[src/hdl/lsd_pkg.sv]
// Package for the LSD radix sorter: request and status codes, and the
// status bundle that the pass sequencer reports to the top level.
// No dependencies.
`default_nettype none

package lsd_pkg;

  localparam logic REQ_PUSH = 1'b0;
  localparam logic REQ_POP  = 1'b1;

  localparam logic [1:0] STATUS_OK       = 2'd0;
  localparam logic [1:0] STATUS_EMPTY    = 2'd1;
  localparam logic [1:0] STATUS_OVERFLOW = 2'd2;

  // bank is the buffer read as the source of the current pass while busy,
  // and the buffer that holds the sorted batch once done has pulsed.
  typedef struct packed {
    logic busy;
    logic done;
    logic bank;
  } lsd_stat_t;

endpackage

`default_nettype wire

[src/hdl/lsd_ram.sv]
// Simple dual-port RAM: one write port and one read port with registered
// read data. Used for both item buffers and for the bucket counters.
// No dependencies.
`default_nettype none

module lsd_ram #(
  parameter int  DEPTH = 64,
  parameter int  WIDTH = 8,
  localparam int AW    = $clog2(DEPTH)
) (
  input  logic             clk,
  input  logic             we,
  input  logic [AW-1:0]    waddr,
  input  logic [WIDTH-1:0] wdata,
  input  logic [AW-1:0]    raddr,
  output logic [WIDTH-1:0] rdata
);

  logic [WIDTH-1:0] mem [DEPTH];

  always_ff @(posedge clk) begin
    if (we) begin
      mem[waddr] <= wdata;
    end
    rdata <= mem[raddr];
  end

endmodule

`default_nettype wire

[src/hdl/lsd_sorter.sv]
// Pass sequencer of the radix sorter: clear, count, prefix and scatter over
// the bucket counter RAM; count, prefix and scatter share one adder.
// Depends on lsd_pkg and lsd_ram.
`default_nettype none

module lsd_sorter #(
  parameter int  MAX_ITEMS    = 1024,
  parameter int  KEY_BITS     = 30,
  parameter int  DIGIT_BITS   = 6,
  parameter int  PAYLOAD_BITS = 20,
  localparam int AW           = $clog2(MAX_ITEMS),
  localparam int CW           = $clog2(MAX_ITEMS + 1),
  localparam int EW           = KEY_BITS + PAYLOAD_BITS
) (
  input  logic              clk,
  input  logic              rst,
  input  logic              start,
  input  logic [CW-1:0]     item_count,
  input  logic [EW-1:0]     src_rdata,
  output logic [AW-1:0]     src_raddr,
  output logic              dst_we,
  output logic [AW-1:0]     dst_waddr,
  output logic [EW-1:0]     dst_wdata,
  output lsd_pkg::lsd_stat_t stat
);

  import lsd_pkg::*;

  localparam int NB         = 1 << DIGIT_BITS;
  localparam int NUM_PASSES = (KEY_BITS + DIGIT_BITS - 1) / DIGIT_BITS;
  localparam int PW         = (NUM_PASSES > 1) ? $clog2(NUM_PASSES) : 1;
  localparam int PADW       = NUM_PASSES * DIGIT_BITS;

  localparam logic [2:0] S_IDLE    = 3'd0;
  localparam logic [2:0] S_CLEAR   = 3'd1;
  localparam logic [2:0] S_COUNT   = 3'd2;
  localparam logic [2:0] S_PREFIX  = 3'd3;
  localparam logic [2:0] S_SCATTER = 3'd4;

  logic [2:0]            state;
  logic [2:0]            state_next;
  logic [CW-1:0]         idx;
  logic [PW-1:0]         pass;
  logic                  src_bank;
  logic [DIGIT_BITS-1:0] bkt;
  logic                  bdone;
  logic [CW-1:0]         running;
  logic                  done;

  // Sweep pipeline: stage 1 has the item read back, stage 2 the bucket
  // count; stage 3 remembers the last counter write for forwarding.
  logic                  v1, v2, v3;
  logic [DIGIT_BITS-1:0] d2, d3;
  logic [EW-1:0]         e2;
  logic [CW-1:0]         w3;
  logic                  pv1;
  logic [DIGIT_BITS-1:0] pb1;

  logic                  sweep;
  logic                  issue;
  logic                  sweep_end;
  logic                  prefix_end;
  logic                  last_pass;
  logic [PADW-1:0]       key_pad;
  logic [DIGIT_BITS-1:0] digit1;
  logic [CW-1:0]         fwd;
  logic [CW-1:0]         add_a;
  logic [CW-1:0]         add_b;
  logic [CW-1:0]         sum;

  logic                  c_we;
  logic [DIGIT_BITS-1:0] c_waddr;
  logic [CW-1:0]         c_wdata;
  logic [DIGIT_BITS-1:0] c_raddr;
  logic [CW-1:0]         c_rdata;

  lsd_ram #(
    .DEPTH (NB),
    .WIDTH (CW)
  ) u_counts (
    .clk   (clk),
    .we    (c_we),
    .waddr (c_waddr),
    .wdata (c_wdata),
    .raddr (c_raddr),
    .rdata (c_rdata)
  );

  assign sweep      = (state == S_COUNT) || (state == S_SCATTER);
  assign issue      = sweep && (idx < item_count);
  assign sweep_end  = sweep && !issue && !v1 && !v2;
  assign prefix_end = (state == S_PREFIX) && bdone && !pv1;
  assign last_pass  = (pass == PW'(NUM_PASSES - 1));

  assign src_raddr = idx[AW-1:0];
  assign key_pad   = PADW'(src_rdata[EW-1:PAYLOAD_BITS]);
  assign digit1    = key_pad[int'(pass) * DIGIT_BITS +: DIGIT_BITS];

  // The counter written in the previous cycle is not yet visible in the
  // RAM read data, so take it from the forwarding register instead.
  assign fwd = (v3 && (d3 == d2)) ? w3 : c_rdata;

  // Shared adder: running offset plus count in the prefix phase,
  // counter increment in the count and scatter phases.
  always_comb begin
    if (state == S_PREFIX) begin
      add_a = running;
      add_b = c_rdata;
    end else begin
      add_a = fwd;
      add_b = CW'(1);
    end
  end
  assign sum = add_a + add_b;

  always_comb begin
    c_raddr = (state == S_PREFIX) ? bkt : digit1;
    case (state)
      S_CLEAR: begin
        c_we    = 1'b1;
        c_waddr = bkt;
        c_wdata = '0;
      end
      S_PREFIX: begin
        c_we    = pv1;
        c_waddr = pb1;
        c_wdata = running;
      end
      S_COUNT, S_SCATTER: begin
        c_we    = v2;
        c_waddr = d2;
        c_wdata = sum;
      end
      default: begin
        c_we    = 1'b0;
        c_waddr = bkt;
        c_wdata = '0;
      end
    endcase
  end

  assign dst_we    = (state == S_SCATTER) && v2;
  assign dst_waddr = fwd[AW-1:0];
  assign dst_wdata = e2;

  always_comb begin
    state_next = state;
    case (state)
      S_IDLE: begin
        if (start) state_next = S_CLEAR;
      end
      S_CLEAR: begin
        if (bkt == {DIGIT_BITS{1'b1}}) state_next = S_COUNT;
      end
      S_COUNT: begin
        if (sweep_end) state_next = S_PREFIX;
      end
      S_PREFIX: begin
        if (prefix_end) state_next = S_SCATTER;
      end
      S_SCATTER: begin
        if (sweep_end) state_next = last_pass ? S_IDLE : S_CLEAR;
      end
      default: state_next = S_IDLE;
    endcase
  end

  always_ff @(posedge clk) begin
    if (rst) begin
      state    <= S_IDLE;
      done     <= 1'b0;
      v1       <= 1'b0;
      v2       <= 1'b0;
      v3       <= 1'b0;
      pv1      <= 1'b0;
      pass     <= '0;
      src_bank <= 1'b0;
      bkt      <= '0;
      bdone    <= 1'b0;
      idx      <= '0;
      running  <= '0;
    end else begin
      state <= state_next;
      done  <= (state == S_SCATTER) && sweep_end && last_pass;
      v1    <= issue;
      v2    <= v1;
      v3    <= v2;
      pv1   <= (state == S_PREFIX) && !bdone;
      case (state)
        S_IDLE: begin
          if (start) begin
            pass     <= '0;
            src_bank <= 1'b0;
            bkt      <= '0;
          end
        end
        S_CLEAR: begin
          bkt <= bkt + 1'b1;
          idx <= '0;
        end
        S_COUNT: begin
          if (issue) idx <= idx + 1'b1;
          if (sweep_end) begin
            bkt     <= '0;
            bdone   <= 1'b0;
            running <= '0;
          end
        end
        S_PREFIX: begin
          if (!bdone) begin
            bkt <= bkt + 1'b1;
            if (bkt == {DIGIT_BITS{1'b1}}) bdone <= 1'b1;
          end
          if (pv1) running <= sum;
          if (prefix_end) idx <= '0;
        end
        S_SCATTER: begin
          if (issue) idx <= idx + 1'b1;
          if (sweep_end) begin
            src_bank <= ~src_bank;
            bkt      <= '0;
            if (!last_pass) pass <= pass + 1'b1;
          end
        end
        default: begin
          bkt <= '0;
        end
      endcase
    end
  end

  always_ff @(posedge clk) begin
    d2  <= digit1;
    e2  <= src_rdata;
    d3  <= d2;
    w3  <= sum;
    pb1 <= bkt;
  end

  assign stat.busy = (state != S_IDLE);
  assign stat.done = done;
  assign stat.bank = src_bank;

  a_start_idle: assert property (@(posedge clk) disable iff (rst)
    start |-> state == S_IDLE)
    else $error("sort started while a sort is running");

  a_prefix_total: assert property (@(posedge clk) disable iff (rst)
    prefix_end |-> running == item_count)
    else $error("bucket counts do not add up to the item count");

  a_dst_range: assert property (@(posedge clk) disable iff (rst)
    dst_we |-> fwd < item_count)
    else $error("scatter position beyond the stored items");

endmodule

`default_nettype wire

[config.mk]
export PLATFORM = sky130hd
export DESIGN_NAME = lsd_sorter
export DESIGN_NICKNAME = d
export VERILOG_FILES = /design/src/hdl/lsd_pkg.sv /design/src/hdl/lsd_ram.sv /design/src/hdl/lsd_sorter.sv
export SDC_FILE = /design/constraint.sdc
export NUM_CORES = 1
export LEC_CHECK = 0
export ABC_AREA = 1
export BUFFER_PORTS_ARGS = -buffer_cell sky130_fd_sc_hd__buf_4
export CELL_PAD_IN_SITES_DETAIL_PLACEMENT = 1
export CELL_PAD_IN_SITES_GLOBAL_PLACEMENT = 2
export CORE_UTILIZATION = 46
export CTS_BUF_LIST = sky130_fd_sc_hd__clkbuf_8
export DETAILED_ROUTE_END_ITERATION = 8
export PLACE_DENSITY = 0.92
export SYNTH_ARGS = -nofsm -noshare
export SYNTH_HDL_FRONTEND = slang
export SYNTH_SLANG_ARGS = --single-unit
export TNS_END_PERCENT = 5
[constraint.sdc]
create_clock -name clk -period 18.1 [get_ports clk]
set_input_delay 1.81 -clock clk [delete_from_list [all_inputs] [get_ports clk]]
set_output_delay 1.81 -clock clk [all_outputs]
set_load 0.05 [all_outputs]
==> impl_results.md <==
* Required @ worst endpoint at 18760 ps
* EDFF count, synth at 640
* Die width at 273 um
* Crit Path Category: reg2reg
* Global-route wire length before repair at 155000 um
* Hold/Removal Path Class: reg2reg
* Post-synthesis cell type count at 49
* Initial antenna violation count at 1
* Drt drc at 0
* Setup TNS at 0 ps
* PortBufs at 137
* Syn avg cell area at 10.4 um^2
* CP arrival at 6220 ps
* Synth warnings at 0
* Gpl congestion at 0.841
* Reg2reg end: u_counts.rdata[6]$_DFF_P_
* FP Rows at 98
* Reg2Reg Depth at 16
* Pre-antenna DRT Iters at 6
* Largest net degree at the start of global routing at 161
* Clk sinks at 768
* Root buffer cell: clkbuf_8
* Rel. slew slack at 15.1%
* Most common cell in the netlist: nand3_1
* Routed len/inst at 23.1 um
* Vias at 24884
* Starting density of the core at 46.8%
* DP Wirelength at 59600 um
* CP max FO at 90
* Slew @ Worst Pin at 1260 ps
* Main flop type after synthesis: edfxtp_1
* Via-to-Cell Ratio at 5.66
* Ports at 138
* Worst Hold Depth at 0
* Final antenna-violating net count at 0
* Final Cycle Share at 30.7%
* Hold Path End: d3[1]$_DFF_P_
* Register clock-pin slew on the reported worst setup and hold paths at 60 ps
* Util after Layout at 52.5%
* Place WS at 12120 ps
* Top-area cell type share of the netlist area at 57.0%
* FFs w/ async S/R, synth at 0%
* Sequential area share after synthesis at 64.6%
* Min Tclk post-route at 5560 ps
* Placed cells at 4162
* Worst Setup End Kind: flop
* Core ar. at 0.0720 mm^2
* RSZ-0062 raised after global routing: no
* Hold_ws at 353 ps
* Fmax at 180 MHz
* Design area at 0.0378 mm^2
* Layout cells sized above 1 at 11.4%
* Final slew viol count at 0
* Synth area leader: edfxtp_1
* Status: complete, no violations
* Cells taking the most area after synthesis: edfxtp_1 (57%), nand3_1 (11%), dfxtp_1 (7.6%)
* Cts hold-fix bufs at 0
* Overflow left after global routing at 0
* Clk buf depth at 3
* Yosys reg bits at 768
* Peak supply drop at 0.170 mV
* Die Ht at 273 um
* Die area at 0.0744 mm^2
* Origin of the worst min-delay path: d2[1]$_DFF_P_
* Maxcap violations at 0
* Final worst setup slack at 12540 ps
* Synth Cell Area at 0.0337 mm^2
* CTS resizes at 0
* Via count of the first global-routing pass at 26172
* Setup Skew at 27.8 ps
* CTS Buf Count at 133
* R2r setup slk at 12540 ps
* Finished Layout Cells at 4394
* Worst skew pair latency at 790 ps
* Synth-to-Final Area Change at 12.1%
* Commonest cells in the netlist: nand3_1 (722), edfxtp_1 (640), nand2_1 (563), inv_1 (424), nand3b_1 (220)
* Hold Vio Cnt, Final at 0
* Initial DRC Count at 2261
* Worst setup SP type: flop
* Routed WL at 101000 um
* Fillers at 7831
* Pwr Density at 166 mW/mm^2
* RR Startpoint: state[2]$_SDFFE_PP0P_
* Placed Area at 0.0354 mm^2
* Lkg Pwr at 15.3 nW
* Syn Inst Count at 3237
* Final #Nets at 3435
* Postcts setup bufs at 0
* CTS tree: done
* H-tree Lvls at 4
* Syn Nets at 3325
* Power Total at 6.27 mW
* GRT Total Usage at 27.4%
* Endpoints failing setup at 0
## layout by cell type, fill, tap and decap left out, drive strengths merged, types with 30 or more instances in the layout
cell type / n
dfxtp: 128
nor2: 113
buf: 174
edfxtp: 640
nand2: 568
inv: 487
a21oi: 69
clkinv: 30
clkbuf: 145
nand3b: 220
o21ai: 35
nand3: 723
## registers in the layout, summed over array words and instances, names as in the netlist, 10 cells and up
| signal | count |
|---|---|
| w3 | 10 |
| dst_wdata | 50 |
| running | 10 |
| u_counts.rdata | 10 |
| u_counts.mem | 640 |
| idx | 11 |
## critical path, stage by stage, from the launching register on
cell	delay, ps
dfxtp_1	370
inv_2	70
nand2_2	160
inv_2	50
nand2_2	50
buf_4	560
inv_2	420
nand2_8	550
buf_4	830
buf_4	990
nand3_1	190
nand3_1	150
nand3_1	130
nand3_1	210
nand3_1	260
nand3_1	210
nand2_1	70
## worst max-delay path by stage
stage / endpoint / slack (ps) / startpoint / cells after the start
after floorplan: u_counts.mem[0][7]$_DFFE_PP_ / 11440 / d2[1]$_DFF_P_ / 19
after detailed placement: u_counts.rdata[6]$_DFF_P_ / 12120 / src_rdata[38] / 15
after global routing: u_counts.rdata[3]$_DFF_P_ / 12220 / state[2]$_SDFFE_PP0P_ / 17
after global placement: u_counts.rdata[6]$_DFF_P_ / 12180 / src_rdata[38] / 15
final: u_counts.rdata[6]$_DFF_P_ / 12540 / state[2]$_SDFFE_PP0P_ / 16
after CTS: u_counts.rdata[3]$_DFF_P_ / 12610 / state[2]$_SDFFE_PP0P_ / 17
## layout make-up
class                           count  area (um^2)  share of cell area [%]
Inverter                          437         1640                    4.34
Sequential cell                   768        21800                    57.6
Tap cell                          950         1190                    3.14
Timing Repair Buffer              174         1320                    3.49
Antenna cell                        1         2.50                 0.00662
Clock inverter                     86          379                    1.00
Multi-Input combinational cell   1833         9500                    25.1
Clock buffer                      145         2000                    5.28
## logic make-up after synthesis
kind of cell / Yosys count / share of synthesized area [%]
simple gates: 1668 / 24.1
xor+xnor: 16 / 0.416
flops: 768 / 64.6
buf+inv: 636 / 7.86
compound gates: 125 / 2.12
fa+ha+maj: 24 / 0.913
## power by group
group          total [mW]  leakage [nW]  internal [mW]  switching (mW)
clock network        1.45          1.38          0.734           0.717
registers            2.16          6.97           2.11          0.0483
logic                2.66          6.91          0.665            2.00
total                6.27          15.3           3.51            2.76
## layer usage
| layer | wire [um] | vias to the layer above | track usage, % |
|---|---|---|---|
| li1 | - | 11248 | - |
| met1 | 43000 | 12622 | 36.0 |
| met2 | 50200 | 833 | 46.1 |
| met3 | 5640 | 181 | 4.37 |
| met4 | 2630 | 0 | 9.27 |
| met5 | 0 | - | 0 |
Note: power is estimated with default switching activity, not from simulation.
