### src/hdl/lsd_ram.sv
// Simple dual-port RAM: one write port and one read port with registered
// read data. Used for both item buffers and for the bucket counters.
// No dependencies.
`default_nettype none

module lsd_ram #(
  parameter int  DEPTH = 64,
  parameter int  WIDTH = 8,
  localparam int AW    = $clog2(DEPTH)
) (
  input  logic             clk,
  input  logic             we,
  input  logic [AW-1:0]    waddr,
  input  logic [WIDTH-1:0] wdata,
  input  logic [AW-1:0]    raddr,
  output logic [WIDTH-1:0] rdata
);

  logic [WIDTH-1:0] mem [DEPTH];

  always_ff @(posedge clk) begin
    if (we) begin
      mem[waddr] <= wdata;
    end
    rdata <= mem[raddr];
  end

endmodule

`default_nettype wire

### config.mk
export PLATFORM = sky130hd
export DESIGN_NAME = lsd_ram
export DESIGN_NICKNAME = d
export VERILOG_FILES = /design/src/hdl/lsd_ram.sv
export SDC_FILE = /design/constraint.sdc
export NUM_CORES = 1
export LEC_CHECK = 0
export ABC_AREA = 1
export ABC_CLOCK_PERIOD_IN_PS = 2700
export BUFFER_PORTS_ARGS = -buffer_cell sky130_fd_sc_hd__buf_2
export CAP_MARGIN = 0
export CELL_PAD_IN_SITES_DETAIL_PLACEMENT = 1
export CELL_PAD_IN_SITES_GLOBAL_PLACEMENT = 1
export CORE_MARGIN = 1.5
export CORE_UTILIZATION = 54
export CTS_BUF_LIST = sky130_fd_sc_hd__clkbuf_8
export CTS_CLUSTER_DIAMETER = 200
export DETAILED_ROUTE_END_ITERATION = 7
export GPL_ROUTABILITY_DRIVEN = 0
export PLACE_DENSITY_LB_ADDON = 0.1
export SKIP_CTS_REPAIR_TIMING = 1
export SLEW_MARGIN = 10
export SYNTH_ARGS = -nofsm -noshare
export SYNTH_HDL_FRONTEND = slang
export SYNTH_SLANG_ARGS = --single-unit
### constraint.sdc
create_clock -name clk -period 2.7 [get_ports clk]
set_clock_uncertainty 0.2 [all_clocks]
set_input_delay 0.54 -clock clk [delete_from_list [all_inputs] [get_ports clk]]
set_output_delay 0.54 -clock clk [all_outputs]
set_load 0.02 [all_outputs]
==> results of run 1 <==
routing by layer:
| metal | part of all wire | vias to the layer above | GRT usage |
|---|---|---|---|
| met5 | 0 | - | 0 |
| met4 | 0.033 | 0 | 0.124 |
| met3 | 0.063 | 116 | 0.0503 |
| met2 | 0.50 | 538 | 0.516 |
| met1 | 0.41 | 7484 | 0.410 |
| li1 | - | 6609 | - |
layout by cell type, fill, tap and decap left out, drive strengths merged:
| master | netlist | layout |
|---|---|---|
| buf | 98 | 148 |
| bufinv | 0 | 1 |
| clkbuf | 15 | 87 |
| clkinv | 0 | 35 |
| clkinvlp | 0 | 4 |
| dfxtp | 8 | 8 |
| diode | 0 | 2 |
| edfxtp | 512 | 512 |
| inv | 12 | 38 |
| nand2 | 648 | 648 |
| nand3 | 439 | 439 |
| nand4 | 9 | 9 |
| nor2 | 56 | 56 |
| nor4 | 8 | 8 |
power by group through the flow:
| stage | clock, mW | combinational, mW | sequential, mW |
|---|---|---|---|
| floorplan | 0 | 0.628 | 9.14 |
| global placement | 0 | 1.10 | 9.13 |
| detailed placement | 0 | 1.14 | 9.13 |
| CTS | 6.26 | 1.15 | 8.96 |
| global route | 6.57 | 1.24 | 8.96 |
| finish | 6.18 | 1.16 | 8.96 |
worst min-delay path by stage:
stage	endpoint	slack [ps]
2_1_floorplan	mem[0][0]$_DFFE_PP_	440
3_3_place_gp	rdata[3]$_DFF_P_	590
3_5_place_dp	rdata[0]$_DFF_P_	640
4_1_cts	rdata[1]$_DFF_P_	60
5_1_grt	rdata[6]$_DFF_P_	90
6_report	rdata[1]$_DFF_P_	100
layout make-up:
type | count | area share
multi-input combinational | 1160 | 0.206
timing repair buffer | 149 | 0.0540
clock buffer | 86 | 0.0494
sequential | 520 | 0.648
antenna | 2 | 0.000209
tap | 518 | 0.0270
inverter | 12 | 0.00219
clock inverter | 66 | 0.0127
per-stage QoR:
stage | total power, mW | instance area (sq um)
after floorplan | 9.77 | 21300
after global placement | 10.2 | 22500
after detailed placement | 10.3 | 22500
after CTS | 16.4 | 24000
after global routing | 16.8 | 24000
final | 16.3 | 24000
cells by family (layout without fill, tap and decap cells):
logic type | after synthesis | after routing | share of synthesized area
simple gates | 1160 | 1160 | 0.232
flops | 520 | 520 | 0.728
buf+inv | 125 | 313 | 0.0402
other cells | 0 | 2 | 0
state kept, by name, indices dropped and copies added, names as in the netlist:
register and cells:
rdata 8, mem 512
==> results.ini, run 1 <==
[yosys]
post-synth-top-area-cell=edfxtp_1
synthDistinctLibCells=16
synthTopCellsByCount=nand2_1, edfxtp_1, nand3_1
yosysSeqAreaShare=0.728
yosysTopAreaCellShare=0.720
yosys-top-cells-area=edfxtp_1, nand2_1, nand3_1, buf_6, nor2_1
ys_seq_elements=520
async_reset_ff_frac=0
syn_nets=1827
synth.avg_cell_area_sq_um=11.8
synth_most_common_cell=nand2_1
synth_flop_cell=edfxtp_1
syn-cell-area_sq_um=21300
synth_edf_count=512
yosysWarnings=0
syn-instance-count=1805

[layout]
multi_input_area_sq_um=4950
fin_util=0.617
nFillCells=4024
area_growth_pct=12.3
fin_cells=2513
nets=1949
drive_gt1_frac=0.127
ff_latch_area_sq_um=15500

[placed_design]
dp.cells=2359
dp_hpwl_mm=37.6
dp_slack_ps=174
io_buffers=29

[sta]
fin_crit_ps=1960
rsz0062_at_grt=false
fin_hold_ws_ps=99.6
relSlewSlack=0.467
maxSlewViolCount=0
finalHoldViolations=0
timing.final.ws_setup_ps=738
setup_viol=0
clock.fmax_mhz=510
setup_tns_ps=0
worstMarginPinSlew_ps=800
period_share=0.727

[power]
leakagePower_nw=8.92
vdd_drop_max_uv=528
netSwitchingFraction=0.246
power_density_nw_per_um2=680
clock_power_share=0.379
pwr-share-comb=0.071
intPower_mw=12.3
seqPwrFrac=0.550
power_switching_mw=4.01

[setup_path]
path_buf_inv=1
reg2regPathDepth=8
r2r-end=rdata[7]$_DFF_P_
cpPeakStageDelay_ps=380
crit_chain=buf_2
critPathTopFamily=flip-flops
slowest_stage=dfxtp_1
critical_path.startpoint=rdata[6]$_DFF_P_
crit_required_ps=1960
reg2reg_from=mem[59][7]$_DFFE_PP_
reg2reg_slack_ps=1000
cp-end-kind=output port
cp-start-kind=flip-flop
cp.depth=1
crit_arrival_ps=1220
crit_fanout=1
crit_path_end=rdata[6]
path_class=reg2out

[global_route]
grt_antenna_before_repair=2
grt_pass1_vias=15500
grt_max_degree=73
gr-total-overflow=0
track_usage=0.310
grt_pass1_wl_mm=94.2

[cts]
root_buffer=clkbuf_8
clockBufferDepth=3
htreeDepth=3
numCtsBuffers=84
tritoncts=built
clk_latency_ps=660
path_clk_slew_ps=60
clkSinkCount=520

[routing]
vias=14700
route.detailed.drc=0
detail-route-antenna-nets=0
drtIter0Drc=1341
wl_per_cell_um=24.5
first_pass_iters=5
vias_per_cell=5.87
wl_mm=61.7

[run_status]
status=finished clean

[die]
ios=30
coreArea_sq_um=38800
rows=72
dieArea_sq_um=40700
start_util=0.550
die_y_um=202
die_x_um=202

[job]
drv_cap=0

[worst_hold_path]
hold_depth=3
worstHoldStart=raddr[5]
hold_path_class=in2reg

No activity file was read; power rests on OpenSTA's default activity.
==> run 2, diff against run 1 <==
ABC_AREA = 0   (was 1)
ABC_CLOCK_PERIOD_IN_PS = 1800   (was 2700)
CORE_UTILIZATION = 52   (was 54)
clock period = 1.8 ns   (was 2.7 ns; I/O delays follow)
==> run 2 against run 1 <==
The run now ends with negative setup slack left. Power up 47%. Via count down 30%. Die area down 1.8%. Clock power up 42%. Non-clock buffer count up 33. Core utilization up 2.5 points. Critical path depth up 4. Sequential power up 51%. Hold slack worse by 65 ps. Largest cell class unchanged.
==> results.ini, run 2 <==
[placed_design]
place_area_sq_um=22800
io_buffers=29
dp_slack_ps=-988
dp_hpwl_mm=32.8

[worst_hold_path]
hold_path_class=in2reg

[run_status]
violations=negative setup slack
status=finished with violations

[yosys]
yosys-top-cells-area=edfxtp_1, mux4_2, nor2_1, mux2i_1, dfxtp_1
yosysTopAreaCellShare=0.762
synth_compound_area_frac=0.0207
synthXorXnorAreaFrac=0
syn-cell-area_sq_um=20200
synthTopCellsByCount=edfxtp_1, mux4_2, nor2_1
synthDistinctLibCells=40
synth_most_common_cell=edfxtp_1
syn_nets=962
synthMuxAreaShare=0.159
synth_flop_cell=edfxtp_1
synth.avg_cell_area_sq_um=21.5
yosys.area_share.simple=0.0339
ys_seq_elements=520
yosysSeqAreaShare=0.770
yosysWarnings=0
async_reset_ff_frac=0
synthAdderAreaFrac=0
post-synth-top-area-cell=edfxtp_1
synth_edf_count=512
synth_top_family_by_area=multiplexers
syn-instance-count=940

[layout]
largest_reg_flops=512
nets=1176
largest-register=mem
insertedDiodeCount=0
post-route-cell-area_sq_um=24400
layout_common_cells=edfxtp_1, mux4_2, buf_4
biggestRegsByFlops=mem: 512 flops, rdata: 8 flops
area_growth_pct=20.8
drive_gt1_frac=0.419
layout_commonest_cell=edfxtp_1

[cts]
clockBufferDepth=3
tritoncts=built
clkSinkCount=520
path_clk_slew_ps=70
numCtsBuffers=81
root_buffer=clkbuf_8
clk_latency_ps=630
htreeDepth=3

[global_route]
track_usage=0.264
grt_max_degree=65
grt_antenna_before_repair=3
grt_pass1_wl_mm=73.5
grt_pass1_vias=11100
gr-total-overflow=0

[die]
start_util=0.532
rows=71
dieArea_sq_um=40000
die_y_um=200
die_x_um=200
ios=30
coreArea_sq_um=37900

[sta]
maxSlewViolCount=0
period_share=1.15
worstMarginPinSlew_ps=781
setup_viol=9
fin_crit_ps=2080
clock.fmax_mhz=482
rsz0062_at_grt=true
finalHoldViolations=0
relSlewSlack=0.479
timing.final.ws_setup_ps=-276

[routing]
wl_per_cell_um=29.0
vias=10300
drtIter0Drc=803
route.detailed.drc=0
first_pass_iters=5
wl_mm=49.9
detail-route-antenna-nets=0
vias_per_cell=5.98

[setup_path]
cp-end-kind=flip-flop
path_class=reg2reg
reg2reg_slack_ps=-280
crit_required_ps=2120
crit_arrival_ps=2390
crit_fanout=1
cp-start-kind=flip-flop

[job]
drv_cap=0

[power]
power_density_nw_per_um2=980
leakagePower_nw=7.88
power.total_mw=23.9
vdd_drop_max_uv=1060

[run 2: changes by cell type in the layout (fill, tap and decap cells not counted), moves of 23 or more]
cell / delta
nand3_1: -431
nor2_4: +52
nor2_1: -36
buf_12: +24
nand2_1: -631
mux4_2: +126
mux2i_1: +23
[run 2: cell families (layout without fill, tap and decap cells)]
group | Yosys count | after routing
muxes | 162 | 162
DFF | 520 | 520
and+or+nand+nor | 153 | 153
buffers and inverters | 51 | 321
AOI/OAI and AO/OA | 54 | 54
[run 2: cell type report]
cell class	instances	area (sq um)
Multi-Input combinational cell	369	4950
Clock buffer	82	1130
Sequential cell	520	15500
Fill cell	3119	13600
Timing Repair Buffer	182	1850
Clock inverter	57	260
Tap cell	511	639
[run 2: worst paths after layout]
kind                        start              endpoint  cells after the start
min                      wdata[6]  mem[22][6]$_DFFE_PP_                      2
max          mem[10][0]$_DFFE_PP_      rdata[0]$_DFF_P_                      5
min reg2reg  mem[30][4]$_DFFE_PP_      rdata[4]$_DFF_P_                      3
max reg2reg  mem[10][0]$_DFFE_PP_      rdata[0]$_DFF_P_                      5
[run 2: critical path, cell delays in order, from the launching register on]
cell and delay, ps:
edfxtp_1 380, mux4_2 510, mux4_2 530, nor2_4 140, nor3_1 60, o2bb2ai_1 140
[run 2: report_power, final]
part	leakage, nW	switching (mW)	total [mW]	internal, mW
Clock	0.792	4.42	8.78	4.36
Combinational	2.41	0.949	1.65	0.700
Sequential	4.67	0.0520	13.5	13.4
[run 2: stage by stage]
stage | TNS (ps) | util | hold slack [ps] | cells
floorplan | -26710 | - | 259 | 940
global placement | -43590 | 0.602 | 625 | 1581
detailed placement | -61540 | 0.602 | 622 | 1581
CTS | -3270 | 0.638 | -43.6 | 1720
global route | -2300 | 0.642 | 25.9 | 1721
finish | -1940 | 0.642 | 35.1 | 1721
[run 2: layer usage]
metal,wire (um),track usage,share of wire,vias to the layer above
met5,0,0,0,-
met4,1300,0.0958,0.026,0
met3,2900,0.0462,0.058,77
met2,25300,0.434,0.51,353
met1,20500,0.359,0.41,5491
li1,-,-,-,4368
==> run 3, diff against run 2 <==
BUFFER_PORTS_ARGS = default   (was -buffer_cell sky130_fd_sc_hd__buf_2)
CORE_UTILIZATION = 45   (was 52)
DONT_BUFFER_PORTS = 1   (was default)
==> run 3 against run 2 <==
Core utilization down 10 points. First-iteration DRC count down 7.5%. The run ends with negative hold slack, negative setup slack left. Fmax up 0.20%. Largest power group unchanged. Register-to-register slack about the same. Design area down 2.0%. Critical path type unchanged. Power up 0.84%. Sequential share of layout area up 1.3 points. Sequential power about the same. Die area up 15%. Combinational power down 29%. Cell count down 0.58%.
==> results.ini, run 3 (same netlist as run 2, synthesis figures left out) <==
[sta]
setup_viol=8
timing.final.ws_setup_ps=-272
relSlewSlack=0.679
rsz0062_at_grt=true
setup_tns_ps=-1650
finalHoldViolations=8
clock.fmax_mhz=483
fin_hold_ws_ps=-361
fin_crit_ps=2070
worstMarginPinSlew_ps=481
period_share=1.15
maxSlewViolCount=0

[placed_design]
io_buffers=0
place_area_sq_um=21900
dp_slack_ps=-588
dp_hpwl_mm=28.6

[run_status]
status=finished with violations
violations=negative hold slack, negative setup slack

[cts]
clk_latency_ps=650
clockBufferDepth=3
root_buffer=clkbuf_8
path_clk_slew_ps=60
tritoncts=built
numCtsBuffers=84
clkSinkCount=520
htreeDepth=3

[layout]
area_growth_pct=18.4
biggestRegsByFlops=mem: 512 flops, rdata: 8 flops
layout_common_cells=edfxtp_1, mux4_2, clkbuf_8
ff_latch_area_sq_um=15500
multi_input_area_sq_um=4950
largest_reg_flops=512
nFillCells=3826
layout_commonest_cell=edfxtp_1
post-route-cell-area_sq_um=23900
largest-register=mem
drive_gt1_frac=0.369
insertedDiodeCount=0
nets=1084

[routing]
drtIter0Drc=743
first_pass_iters=6
route.detailed.drc=0
wl_per_cell_um=28.4
vias_per_cell=5.71
wl_mm=48.6
vias=9763
detail-route-antenna-nets=0

[setup_path]
path_buf_inv=0
crit_chain=mux4_2, mux4_2, nor2_4, nor3_4, o2bb2ai_1
cp-start-kind=flip-flop
slowest_stage=mux4_2
crit_fanout=1
path_class=reg2reg
cpPeakStageDelay_ps=500
crit_top_cell=mux4_2
cp-end-kind=flip-flop
critPathTopFamily=multiplexers
crit_arrival_ps=2400
crit_required_ps=2130

[power]
vdd_drop_max_uv=723
power_density_nw_per_um2=1010
leakagePower_nw=7.45

[global_route]
grt_pass1_wl_mm=71.7
grt_max_degree=138
track_usage=0.217
grt_pass1_vias=10600
gr-total-overflow=0
grt_antenna_before_repair=0

[die]
dieArea_sq_um=46100
ios=30
die_x_um=215
start_util=0.456
rows=77
coreArea_sq_um=44200
die_y_um=215

[job]
drv_cap=0

[worst_hold_path]
hold_path_class=in2reg

run 3: area by class of cell:
type | instances | area share
multi-input combinational | 369 | 0.207
tap | 592 | 0.0310
sequential | 520 | 0.651
clock inverter | 49 | 0.00975
timing repair buffer | 87 | 0.0471
clock buffer | 94 | 0.0542
run 3: final timing paths:
check / from / slack, ps / to / depth (start not counted)
max: mem[3][1]$_DFFE_PP_ / -270 / rdata[1]$_DFF_P_ / 5
min: raddr[5] / -360 / rdata[3]$_DFF_P_ / 1
max reg2reg: mem[3][1]$_DFFE_PP_ / -270 / rdata[1]$_DFF_P_ / 5
min reg2reg: mem[31][6]$_DFFE_PP_ / 630 / rdata[6]$_DFF_P_ / 3
run 3: power breakdown:
part | switching [mW] | internal, mW | leakage, nW
clock | 4.54 | 4.89 | 0.854
combinational | 0.602 | 0.566 | 1.92
sequential | 0.0801 | 13.4 | 4.67
total | 5.23 | 18.9 | 7.45
run 3: routing by layer:
metal  routed length, um  GRT usage  share of wire
met4                1210     0.0751          0.025
met3                2410     0.0433          0.050
met5                   0          0              0
met2               24100      0.354           0.50
met1               20900      0.294           0.43
run 3: stage by stage:
stage | power (mW) | util | cells
floorplan | 14.5 | - | 940
global placement | 14.6 | 0.494 | 1547
detailed placement | 14.6 | 0.494 | 1547
CTS | 24.0 | 0.529 | 1690
global route | 24.9 | 0.540 | 1711
finish | 24.1 | 0.540 | 1711
